### config.mk
export PLATFORM = sky130hd
export DESIGN_NAME = sql_token_lexer
export DESIGN_NICKNAME = d
export VERILOG_FILES = /design/src/sv/sqltl_pkg.sv /design/src/sv/sqltl_front.sv /design/src/sv/sqltl_queue.sv /design/src/sv/sqltl_back.sv /design/src/sv/sql_token_lexer.sv
export SDC_FILE = /design/constraint.sdc
export NUM_CORES = 1
export LEC_CHECK = 0
export ABC_AREA = 1
export BUFFER_PORTS_ARGS = -buffer_cell sky130_fd_sc_hd__buf_2
export CAP_MARGIN = 0
export CORE_UTILIZATION = 58
export CTS_CLUSTER_DIAMETER = 100
export DETAILED_ROUTE_END_ITERATION = 10
export MAX_ROUTING_LAYER = met4
export PLACE_DENSITY = 0.89
export SETUP_SLACK_MARGIN = 0.02
export SYNTH_ARGS = -nofsm -noshare
export SYNTH_HDL_FRONTEND = slang
export SYNTH_HIERARCHICAL = 1
export SYNTH_SLANG_ARGS = --single-unit
export TNS_END_PERCENT = 100
### constraint.sdc
create_clock -name clk -period 6.31 [get_ports clk]
set_clock_uncertainty 0.2 [all_clocks]
set_input_delay 0 -clock clk [delete_from_list [all_inputs] [get_ports clk]]
set_output_delay 0 -clock clk [all_outputs]
set_load 0.01 [all_outputs]
### src/sv/sqltl_pkg.sv
// Shared record and bundle types for the SQL token lexer.
package sqltl_pkg;

  localparam int MAX_RECS  = 4;
  localparam int REC_IDX_W = $clog2(MAX_RECS);
  localparam int REC_CNT_W = $clog2(MAX_RECS + 1);

  localparam logic [1:0] REC_TEXT  = 2'd0;
  localparam logic [1:0] REC_TOKEN = 2'd1;
  localparam logic [1:0] REC_END   = 2'd2;

  typedef struct packed {
    logic [1:0] rec_type;
    logic [7:0] text_byte;
    logic [4:0] kind;
  } rec_t;

  // All records caused by one input word, in output order.
  typedef struct packed {
    logic [REC_CNT_W-1:0]   count;
    rec_t [MAX_RECS-1:0]    recs;
  } bundle_t;

endpackage

### src/sv/sqltl_front.sv
// Lexer front end: accepts statement bytes and builds the record bundle for each.
module sqltl_front (
  input  logic              clk,
  input  logic              rst,
  input  logic [7:0]        ch,
  input  logic              end_of_statement,
  input  logic              byte_valid,
  output logic              byte_ready,
  input  logic              q_full,
  output logic              q_push,
  output sqltl_pkg::bundle_t q_data
);
  import sqltl_pkg::*;

  typedef enum logic [2:0] {M_IDLE, M_WORD, M_NUM, M_STR, M_LESS, M_SKIP} mode_t;

  localparam int NUM_KW = 18;
  localparam logic [NUM_KW-1:0] ALL_KW = '1;

  localparam logic [4:0] K_ID     = 5'd0;
  localparam logic [4:0] K_NUM    = 5'd1;
  localparam logic [4:0] K_STR    = 5'd2;
  localparam logic [4:0] K_KW0    = 5'd3;
  localparam logic [4:0] K_STAR   = 5'd21;
  localparam logic [4:0] K_DOT    = 5'd22;
  localparam logic [4:0] K_COMMA  = 5'd23;
  localparam logic [4:0] K_NE     = 5'd24;
  localparam logic [4:0] K_LT     = 5'd25;
  localparam logic [4:0] K_GT     = 5'd26;
  localparam logic [4:0] K_EQ     = 5'd27;
  localparam logic [4:0] K_LPAREN = 5'd28;
  localparam logic [4:0] K_RPAREN = 5'd29;
  localparam logic [4:0] K_SEMI   = 5'd30;
  localparam logic [4:0] K_ERR    = 5'd31;

  localparam logic [7:0] CH_QUOTE = 8'h27;
  localparam logic [7:0] CH_UNDER = 8'h5F;
  localparam logic [7:0] CH_DASH  = 8'h2D;
  localparam logic [7:0] CH_SPACE = 8'h20;
  localparam logic [7:0] CH_TAB   = 8'h09;
  localparam logic [7:0] CH_CR    = 8'h0D;
  localparam logic [7:0] CH_LT    = 8'h3C;
  localparam logic [7:0] CH_GT    = 8'h3E;

  // Keywords in alphabetical order, right-justified text.
  localparam logic [55:0] KW_WORD [NUM_KW] = '{
    "and", "as", "by", "create", "delete", "false", "from", "insert", "into",
    "join", "order", "select", "set", "table", "true", "update", "values", "where"
  };
  localparam logic [2:0] KW_LEN [NUM_KW] = '{
    3'd3, 3'd2, 3'd2, 3'd6, 3'd6, 3'd5, 3'd4, 3'd6, 3'd4,
    3'd4, 3'd5, 3'd6, 3'd3, 3'd5, 3'd4, 3'd6, 3'd6, 3'd5
  };

  typedef struct packed {
    logic [NUM_KW-1:0] km;
    logic [2:0]        wl;
  } match_t;

  function automatic logic [7:0] kw_char(int k, logic [2:0] p);
    int sh;
    sh = 8 * (int'(KW_LEN[k]) - 1 - int'(p));
    if (p < KW_LEN[k]) return KW_WORD[k][sh +: 8];
    return 8'h00;
  endfunction

  // One letter of a word narrows the candidate keyword set.
  function automatic match_t match_step(logic [NUM_KW-1:0] km, logic [2:0] wl,
                                        logic [7:0] c);
    match_t r;
    r.km = km;
    r.wl = wl;
    if (wl != 3'd7) begin
      for (int k = 0; k < NUM_KW; k++) begin
        if (kw_char(k, wl) != c) r.km[k] = 1'b0;
      end
      r.wl = wl + 3'd1;
    end else begin
      r.km = '0;
    end
    return r;
  endfunction

  function automatic logic [4:0] word_kind(logic [NUM_KW-1:0] km, logic [2:0] wl);
    logic [4:0] r;
    r = K_ID;
    for (int k = NUM_KW - 1; k >= 0; k--) begin
      if (km[k] && (KW_LEN[k] == wl)) r = 5'(int'(K_KW0) + k);
    end
    return r;
  endfunction

  function automatic logic [4:0] special_kind(logic [7:0] c);
    case (c)
      "*":     return K_STAR;
      ".":     return K_DOT;
      ",":     return K_COMMA;
      ">":     return K_GT;
      "=":     return K_EQ;
      "(":     return K_LPAREN;
      ")":     return K_RPAREN;
      ";":     return K_SEMI;
      default: return K_ERR;
    endcase
  endfunction

  function automatic bundle_t push_rec(bundle_t b, logic [1:0] t, logic [7:0] d,
                                       logic [4:0] k);
    bundle_t r;
    r = b;
    r.recs[b.count[REC_IDX_W-1:0]] = '{rec_type: t, text_byte: d, kind: k};
    r.count = b.count + 1'b1;
    return r;
  endfunction

  mode_t             lex_mode, lex_mode_next;
  logic [NUM_KW-1:0] keyword_match, keyword_match_next;
  logic [2:0]        word_length, word_length_next;
  bundle_t           b;
  match_t            step;
  logic              used;
  logic              accept;
  logic              is_letter, is_digit;
  logic [4:0]        sk;

  assign byte_ready = !q_full;
  assign accept     = byte_valid && byte_ready;
  assign is_letter  = ch inside {["a":"z"], ["A":"Z"]};
  assign is_digit   = ch inside {["0":"9"]};
  assign sk         = special_kind(ch);

  always_comb begin
    lex_mode_next      = lex_mode;
    keyword_match_next = keyword_match;
    word_length_next   = word_length;
    b                  = '0;
    used               = 1'b0;
    step               = '0;

    case (lex_mode)
      M_SKIP: used = 1'b1;
      M_STR: begin
        if (ch == CH_QUOTE) begin
          b = push_rec(b, REC_TOKEN, 8'h00, K_STR);
          lex_mode_next = M_IDLE;
        end else begin
          b = push_rec(b, REC_TEXT, ch, K_ID);
        end
        used = 1'b1;
      end
      M_WORD: begin
        if (is_letter || ch == CH_UNDER || ch == CH_DASH) begin
          b = push_rec(b, REC_TEXT, ch, K_ID);
          step = match_step(keyword_match, word_length, ch);
          keyword_match_next = step.km;
          word_length_next   = step.wl;
          used = 1'b1;
        end else begin
          b = push_rec(b, REC_TOKEN, 8'h00, word_kind(keyword_match, word_length));
          lex_mode_next = M_IDLE;
        end
      end
      M_NUM: begin
        if (is_digit) begin
          b = push_rec(b, REC_TEXT, ch, K_ID);
          used = 1'b1;
        end else begin
          b = push_rec(b, REC_TOKEN, 8'h00, K_NUM);
          lex_mode_next = M_IDLE;
        end
      end
      M_LESS: begin
        lex_mode_next = M_IDLE;
        if (ch == CH_GT) begin
          b = push_rec(b, REC_TOKEN, 8'h00, K_NE);
          used = 1'b1;
        end else begin
          b = push_rec(b, REC_TOKEN, 8'h00, K_LT);
        end
      end
      default: lex_mode_next = M_IDLE;
    endcase

    // The byte was not consumed by an open token: unless it is whitespace, it starts a new one.
    if (!used) begin
      if (ch == CH_SPACE || ch == CH_TAB || ch == CH_CR) begin
        lex_mode_next = M_IDLE;
      end else if (ch == CH_QUOTE) begin
        lex_mode_next = M_STR;
      end else if (is_letter) begin
        step = match_step(ALL_KW, 3'd0, ch);
        keyword_match_next = step.km;
        word_length_next   = step.wl;
        b = push_rec(b, REC_TEXT, ch, K_ID);
        lex_mode_next = M_WORD;
      end else if (is_digit) begin
        b = push_rec(b, REC_TEXT, ch, K_ID);
        lex_mode_next = M_NUM;
      end else if (ch == CH_LT) begin
        lex_mode_next = M_LESS;
      end else begin
        b = push_rec(b, REC_TOKEN, 8'h00, sk);
        if (sk == K_ERR) lex_mode_next = M_SKIP;
      end
    end

    // Close any open token, mark the statement end and start over.
    if (end_of_statement) begin
      case (lex_mode_next)
        M_WORD:  b = push_rec(b, REC_TOKEN, 8'h00,
                              word_kind(keyword_match_next, word_length_next));
        M_NUM:   b = push_rec(b, REC_TOKEN, 8'h00, K_NUM);
        M_STR:   b = push_rec(b, REC_TOKEN, 8'h00, K_STR);
        M_LESS:  b = push_rec(b, REC_TOKEN, 8'h00, K_LT);
        default: ;
      endcase
      b = push_rec(b, REC_END, 8'h00, K_ID);
      lex_mode_next      = M_IDLE;
      keyword_match_next = ALL_KW;
      word_length_next   = 3'd0;
    end
  end

  assign q_push = accept && (b.count != '0);
  assign q_data = b;

  always_ff @(posedge clk) begin
    if (rst) begin
      lex_mode      <= M_IDLE;
      keyword_match <= ALL_KW;
      word_length   <= 3'd0;
    end else if (accept) begin
      lex_mode      <= lex_mode_next;
      keyword_match <= keyword_match_next;
      word_length   <= word_length_next;
    end
  end

`ifndef SYNTH
  // After an error, bytes before the statement end must produce nothing.
  a_skip_silent: assert property (@(posedge clk) disable iff (rst)
    (accept && lex_mode == M_SKIP && !end_of_statement) |-> !q_push)
    else $error("record produced while skipping after an error");
`endif

endmodule

### src/sv/sqltl_queue.sv
// Short bundle queue between the lexer front end and the record output stage.
module sqltl_queue #(
  parameter int DEPTH = 2
) (
  input  logic               clk,
  input  logic               rst,
  input  logic               push,
  input  sqltl_pkg::bundle_t push_data,
  output logic               full,
  input  logic               pop,
  output logic               head_valid,
  output sqltl_pkg::bundle_t head
);
  import sqltl_pkg::*;

  localparam int PW = $clog2(DEPTH);
  localparam int CW = $clog2(DEPTH + 1);

  bundle_t         slots [DEPTH];
  logic [PW-1:0]   wr_ptr, rd_ptr;
  logic [CW-1:0]   fill;

  assign full       = (fill == CW'(DEPTH));
  assign head_valid = (fill != '0);
  assign head       = slots[rd_ptr];

  always_ff @(posedge clk) begin
    if (push) slots[wr_ptr] <= push_data;
  end

  always_ff @(posedge clk) begin
    if (rst) begin
      wr_ptr <= '0;
      rd_ptr <= '0;
      fill   <= '0;
    end else begin
      if (push) wr_ptr <= (wr_ptr == PW'(DEPTH - 1)) ? '0 : wr_ptr + 1'b1;
      if (pop)  rd_ptr <= (rd_ptr == PW'(DEPTH - 1)) ? '0 : rd_ptr + 1'b1;
      if (push && !pop)      fill <= fill + 1'b1;
      else if (pop && !push) fill <= fill - 1'b1;
    end
  end

`ifndef SYNTH
  a_no_overflow: assert property (@(posedge clk) disable iff (rst) push |-> !full)
    else $error("bundle queue written while full");
  a_no_underflow: assert property (@(posedge clk) disable iff (rst) pop |-> head_valid)
    else $error("bundle queue read while empty");
`endif

endmodule

### src/sv/sqltl_back.sv
// Record output stage: drains queued bundles one record per cycle while rec_ready allows.
module sqltl_back (
  input  logic               clk,
  input  logic               rst,
  input  logic               q_valid,
  input  sqltl_pkg::bundle_t q_head,
  output logic               q_pop,
  output logic               rec_valid,
  input  logic               rec_ready,
  output logic [1:0]         rec_type,
  output logic [7:0]         text_byte,
  output logic [4:0]         kind,
  output logic               last
);
  import sqltl_pkg::*;

  logic [REC_IDX_W-1:0] idx;
  rec_t                 cur;
  logic                 load;
  logic                 at_end;

  assign load   = q_valid && (!rec_valid || rec_ready);
  assign cur    = q_head.recs[idx];
  assign at_end = ({1'b0, idx} == REC_CNT_W'(q_head.count - 1'b1));
  assign q_pop  = load && at_end;

  always_ff @(posedge clk) begin
    if (rst) begin
      rec_valid <= 1'b0;
      idx       <= '0;
    end else if (load) begin
      rec_valid <= 1'b1;
      idx       <= at_end ? '0 : idx + 1'b1;
    end else if (rec_ready) begin
      rec_valid <= 1'b0;
    end
  end

  always_ff @(posedge clk) begin
    if (load) begin
      rec_type  <= cur.rec_type;
      text_byte <= cur.text_byte;
      kind      <= cur.kind;
      last      <= at_end;
    end
  end

`ifndef SYNTH
  // A statement end is always the final record of its input word.
  a_end_is_last: assert property (@(posedge clk) disable iff (rst)
    (rec_valid && rec_type == REC_END) |-> last)
    else $error("statement end record not marked last");
`endif

endmodule

### src/sv/sql_token_lexer.sv
// Streaming SQL tokenizer top level: front end, bundle queue and record output.
// The first record caused by an accepted byte goes through a queue slot and then the
// registered output word. A byte is accepted every cycle while the bundle queue has room;
// the output port moves one record per cycle while rec_ready allows, a byte causes 0 to 4
// records, and QDEPTH bundles absorb the difference between the two sides.
// Reset (synchronous, rst high) returns the lexer to idle and empties the queue and output.
module sql_token_lexer #(
  parameter int QDEPTH = 2
) (
  input  logic       clk,
  input  logic       rst,
  input  logic [7:0] ch,
  input  logic       end_of_statement,
  input  logic       byte_valid,
  output logic       byte_ready,
  output logic       rec_valid,
  input  logic       rec_ready,
  output logic [1:0] rec_type,
  output logic [7:0] text_byte,
  output logic [4:0] kind,
  output logic       last
);
  import sqltl_pkg::*;

  // Every accepted word is classified in the cycle it arrives. The records it causes
  // (text bytes, token kinds, the statement end) are gathered into one bundle, which
  // enters the queue only if it holds at least one record.
  bundle_t push_data, head;
  logic    push, full, pop, head_valid;

  sqltl_front u_front (
    .clk              (clk),
    .rst              (rst),
    .ch               (ch),
    .end_of_statement (end_of_statement),
    .byte_valid       (byte_valid),
    .byte_ready       (byte_ready),
    .q_full           (full),
    .q_push           (push),
    .q_data           (push_data)
  );

  // The queue lets the front end keep accepting while the output side drains a
  // bundle of several records.
  sqltl_queue #(
    .DEPTH (QDEPTH)
  ) u_queue (
    .clk        (clk),
    .rst        (rst),
    .push       (push),
    .push_data  (push_data),
    .full       (full),
    .pop        (pop),
    .head_valid (head_valid),
    .head       (head)
  );

  // The output stage steps through the head bundle into a registered output word,
  // marking the final record of each bundle with last.
  sqltl_back u_back (
    .clk       (clk),
    .rst       (rst),
    .q_valid   (head_valid),
    .q_head    (head),
    .q_pop     (pop),
    .rec_valid (rec_valid),
    .rec_ready (rec_ready),
    .rec_type  (rec_type),
    .text_byte (text_byte),
    .kind      (kind),
    .last      (last)
  );

endmodule
## After elaboration in Yosys (flattened, before gate mapping)

Memory sizes are Yosys's and may differ from the RTL's. A register that Yosys moved wholly into a read port is not among the register bits.
Cells that the tools add are included.
W data, S select, Z words.

- Register bits: 47
- RAM bits: 126
- Bits of input ports: 13
- Output and inout port bits: 18
- Memories: 1

Memories:

| memory | words | width | rd ports | clocked after Yosys merged registers in | wr ports | RTL line | text |
|---|---|---|---|---|---|---|---|
| u_queue.slots | 2 | 63 | 1 | 1 | 1 | sqltl_queue.sv:19 | `bundle_t slots [DEPTH];` |

- Add/subtract/negate cells: 15
- Magnitude comparators: 18
- Equal/unequal tests: 69
- Shift-type cells: 18
- Muxes and demuxes: 317
- Bitwise logic cells: 12
- Reductions and logical operators: 63

Operators by type and width:

| operator | number |
|---|---|
| $mux W8 | 142 |
| $shiftx A56 B32 Y8 const A | 18 |
| $mux W63 | 8 |
| $pmux W63 S4 | 2 |
| $ne A8 B8 Y1 | 31 |
| $mux W5 | 38 |
| $bwmux W60 | 3 |
| $mux W18 | 8 |
| $and A52 B52 Y52 | 2 |
| $not A52 Y52 | 2 |
| $eq A8 B6 Y1 const B | 12 |
| $mux W7 | 13 |
| $demux W15 S2 | 3 |
| $mux W1 | 67 |
| $mux W15 | 4 |
| $mux W3 | 19 |
| $and A56 B56 Y56 | 1 |
| $not A56 Y56 | 1 |
| $logic_and A1 B1 Y1 | 48 |
| $and A44 B44 Y44 | 1 |
| $not A44 Y44 | 1 |
| $mux W14 | 3 |
| $pmux W4 S8 | 1 |
| $bmux W15 S2 | 1 |
| 38 further kinds | 83 |

## Longest topological paths before layout

- Depth after elaboration: 57
- Gate-level depth with buffers: 37
- Gate-level depth less buffers: 35

## By module

The synthesis kept the hierarchy.

By module, submodules not included:

| module | instances | cells each | area an instance (um^2) | sequential area each (um^2) |
|---|---|---|---|---|
| sqltl_front | 1 | 1,028 | 5,496.5 | 480.5 |
| sqltl_queue | 1 | 229 | 5,076.1 | 3,883.7 |
| sqltl_back | 1 | 137 | 1,132.3 | 540.5 |

## Least setup slack after synthesis

No wires, ideal clock.

- Kind: register to register
- Start point: reg u_front.lex_mode[0]
- End point: mem u_queue/slots[0][0] in the netlist's numbering, enable pin
- Arrival: 5.838 ns
- Data required time: 5.624 ns
- Slack: -0.214 ns
- Cell stages (with the launch flop): 25
- Buffers on the path: 1
- Period minus slack after synthesis: 6.524 ns
- Path through: dfxtp_1 > inv_1 > nor3_1 > nand2_4 > inv_2 > nor3_2 > inv_1 > o21ai_1 > nor3_2 > nor2_2 > inv_2 > nand2_4 > nand3_2 > inv_2 > buf_4 > o21ai_0 > inv_1 > ha_1 > inv_1 > ha_1 > nor2_1 > o31ai_1 > inv_1 > inv_1 > nor2_1

RTL lines:

| item | RTL line | text |
|---|---|---|
| start: declaration | sqltl_front.sv:116 | `mode_t lex_mode, lex_mode_next;` |
| start signal: assignment | sqltl_front.sv:233 | `lex_mode <= lex_mode_next;` |
| end: declaration | sqltl_queue.sv:19 |  |

==> run_results.csv <==
group,metric,value,unit
final_layout,nets,1444,
yosys,synthAdderAreaFrac,2.46,%
floorplanning,start_util,59.6,%
routing,drt-pass1-iter-count,5,
yosys,async_flop_share,0,%
yosys,synth_flop_cell,"edfxtp_1",
floorplanning,fp.dieH,144,microns
placed_design,port_buffers,30,
sta,fin_crit_sh,90.8,%
global_routing,grt_max_degree,64,
setup_path,worstPathArrival,5660,ps
global_routing,grt_pass1_wl,49700,microns
final_layout,final_core_util,63.7,%
global_routing,gr-total-overflow,0,
final_layout,multi_input_area,5790,sq um
cts,cts_buffer_depth,2,
global_routing,grt_usage,32.6,%
placed_design,post-dp-hpwl,22500,microns
routing,drt_iter0_drc,1033,
sta,setup-violations-final,0,
power_and_ir_drop,total_power,4.23,mW
yosys,synthDistinctLibCells,55,
setup_path,critPathKind,"input port to flip-flop",
yosys,synthSimpleGateAreaFrac,24.7,%
sta,post-route-min-period,5730,ps
final_layout,syn2layout_area_growth,7.01,%
floorplanning,io_pins,31,
job,drv_cap,0,
yosys,synthXorXnorAreaFrac,2.39,%
sta,max_freq,175,MHz
yosys,synth_edf_count,142,
setup_path,worst_path_largest_cell_delay,520,ps
setup_path,cp_slowest_cell,"dlygate4sd3_1",
final_layout,seq_area,4910,sq um
global_routing,antenna_found_initial,0,
sta,fin_ws,581,ps
yosys,post_synth.cell_area_avg,8.40,sq um
routing,routed-via-count,10049,
final_layout,diodes,0,
setup_path,path_common_cell,"inv_1",
cts,numClockSinks,174,
power_and_ir_drop,vdd_drop_max,0.197,mV
yosys,yosysWarningCount,6,
cts,cts_root_buf,"clkbuf_16",
cts,cts_buffers,17,
cts,htreeDepth,4,
placed_design,gp_congestion,0.987,
setup_path,required,6240,ps
power_and_ir_drop,power.leakage,5.32,nW
cts,cts_tree,"yes",
final_layout,nFillCells,1632,
setup_path,start_kind,"input port",
global_routing,grtUsageMet3,5.46,%
worst_hold_path,hold_path.class,"input port to flip-flop",
yosys,syn_inst,1394,
setup_path,cp_max_fo,32,
floorplanning,fp-row-count,51,
global_routing,first_global_vias,9399,
routing,post_drt_wl_per_cell,18.6,microns
sta,slew_headroom,22.2,%
cts,path_clk_slew,70,ps
sta,finalHoldViolCount,0,
global_routing,busiest_layer,"met2",
cts,clkLatencyLatePin,440,ps
yosys,syn_area,11700,sq um
final_layout,layout-drive-gt1-share,15.1,%
yosys,ys_seq_elements,174,
power_and_ir_drop,power.density,337,nW/um^2
floorplanning,die_x,144,microns
routing,routed_via_density,5.96,
floorplanning,coreArea,19700,sq um
placed_design,place_ws,698,ps
routing,drc_errors,0,
yosys,synth-seq-area-share,41.9,%
global_routing,grt_util_met2,51.5,%
sta,worst_pin_slew,1170,ps
yosys,synth_top_family_by_area,"simple AND/OR/NAND/NOR gates",
yosys,synthMuxAreaShare,7.99,%
sta,setup-tns-final,0,ps
floorplanning,die_area,20800,sq um
setup_path,endpoint_kind,"flip-flop",
sta,grt_setup_unrepaired,"false",
run_status,status,"finished clean",
routing,ant_nets,0,
yosys,synth-compound-area-share,11.3,%
global_routing,grt_util_met1,39.9,%
sta,final_max_slew_viol_count,0,
routing,routed_wl,31400,microns
critical path: cells and delay by family:
kind | cells | cell delay (ps)
adder cells (fa/ha/maj) | 2 | 480
AND/OR/NAND/NOR | 15 | 2040
buffers and inverters | 12 | 2500
AO/OA/AOI/OAI | 3 | 610
per-stage QoR:
stage	area, sq um	instances	hold WS (ps)
3_3_place_gp	11900	1644	77.6
5_1_grt	12500	1686	63.1
3_5_place_dp	11900	1644	85.5
2_1_floorplan	11800	1410	-131
4_1_cts	12500	1686	22.5
6_report	12500	1686	53.6
area by class of cell:
cell class	instances	area share [%]
flip-flops and latches	174	39.2
well taps	265	2.65
multi-input cells	1019	46.2
clock inverters	14	1.15
repair buffers	52	3.02
clock buffers	18	3.43
inverters	144	4.38
per-layer routing:
layer,routed length [microns],part of all wire [%]
met1,12700,41
met2,14700,47
met3,2390,7.6
met4,1540,4.9
met5,0,0
placed cells by master (no fill, tap or decap), drive strengths merged, types with 9 or more instances in the layout:
master / synthesis / routed
conb: 1 / 17
nand3: 92 / 92
nand4: 22 / 22
o21ai: 111 / 111
nor2: 172 / 172
o211ai: 9 / 9
a21oi: 60 / 60
nor3: 30 / 30
edfxtp: 142 / 142
clkbuf: 16 / 18
inv: 144 / 151
nand2: 320 / 320
dfxtp: 32 / 32
xor2: 30 / 30
dlygate4sd3: 0 / 10
o22ai: 22 / 22
nor4: 9 / 9
buf: 57 / 42
ha: 23 / 23
mux2: 63 / 63
cell usage after synthesis (2+ instances only):
cell       instances  area, sq um
a2111oi_0          4         35.0
a21boi_0           2         15.0
a21oi_1           57          285
a21oi_2            3         26.3
a31oi_1            6         37.5
buf_1              6         22.5
buf_12             6          120
buf_2             12         60.1
buf_4             27          203
buf_6              6         67.6
clkbuf_1          16         60.1
dfxtp_1           32          641
edfxtp_1         142         4260
ha_1              23          288
inv_1            113          424
inv_2             29          109
mux2_2             3         33.8
mux2_4            60          901
nand2_1          307         1150
nand2_2            9         56.3
nand2_4            4         45.0
nand3_1           87          435
nand3_2            4         40.0
nand3b_1           2         15.0
nand4_1           22          138
nor2_1           159          597
nor2_2             6         37.5
nor2_4             7         78.8
nor3_1            24          120
nor3_2             4         40.0
nor3_4             2         32.5
nor4_1             9         56.3
o2111ai_1          3         26.3
o211ai_1           9         67.6
o21a_1             4         30.0
o21ai_0           91          455
o21ai_1           18         90.1
o21ai_2            2         17.5
o22ai_1           22          138
o31ai_1            5         37.5
or2_1              3         18.8
xnor2_1            2         17.5
xor2_1            30          263
path summary, 6_finish.rpt:
path	cells past startpoint	from	end	slack, ps
worst max-delay path	32	ch[3]	u_queue/slots[0][30]	580
worst min register to register	2	u_front/keyword_match[1]	u_front/keyword_match[1]	310
worst min-delay path	3	ch[5]	u_queue/slots[0][10]	50
worst max register to register	24	u_front/lex_mode[0]	u_queue/slots[0][30]	850
flip-flops by register name, summed over array words and instances, names as in the netlist, 2 cells and up, named ones only:
signal / cells
u_back/text_byte: 8
u_front/lex_mode: 3
u_queue/slots: 126
u_back/kind: 5
u_front/keyword_match: 18
u_back/rec_type: 2
u_front/word_length: 3
u_back/idx: 2
u_queue/fill: 2
timing repair:
| item | 4_1_cts | 5_1_grt |
|---|---|---|
| resized for setup | 0 | 0 |
| buffers inserted | 0 | 0 |
| endpoints found under the hold margin | 40 | 0 |
| hold buffers | 10 | 0 |
cell families after synthesis:
group / count (synthesis)
compound gates: 233
fa+ha+maj: 23
simple gates: 651
buf+inv: 217
flops: 174
other cells: 1
mux: 63
xor+xnor: 32
power breakdown:
group	leakage, nW	switching, mW	internal, mW
sequential	1.60	0.154	1.59
combinational	3.44	0.863	0.592
clock	0.283	0.498	0.526
No activity file was read; power rests on OpenSTA's default activity.
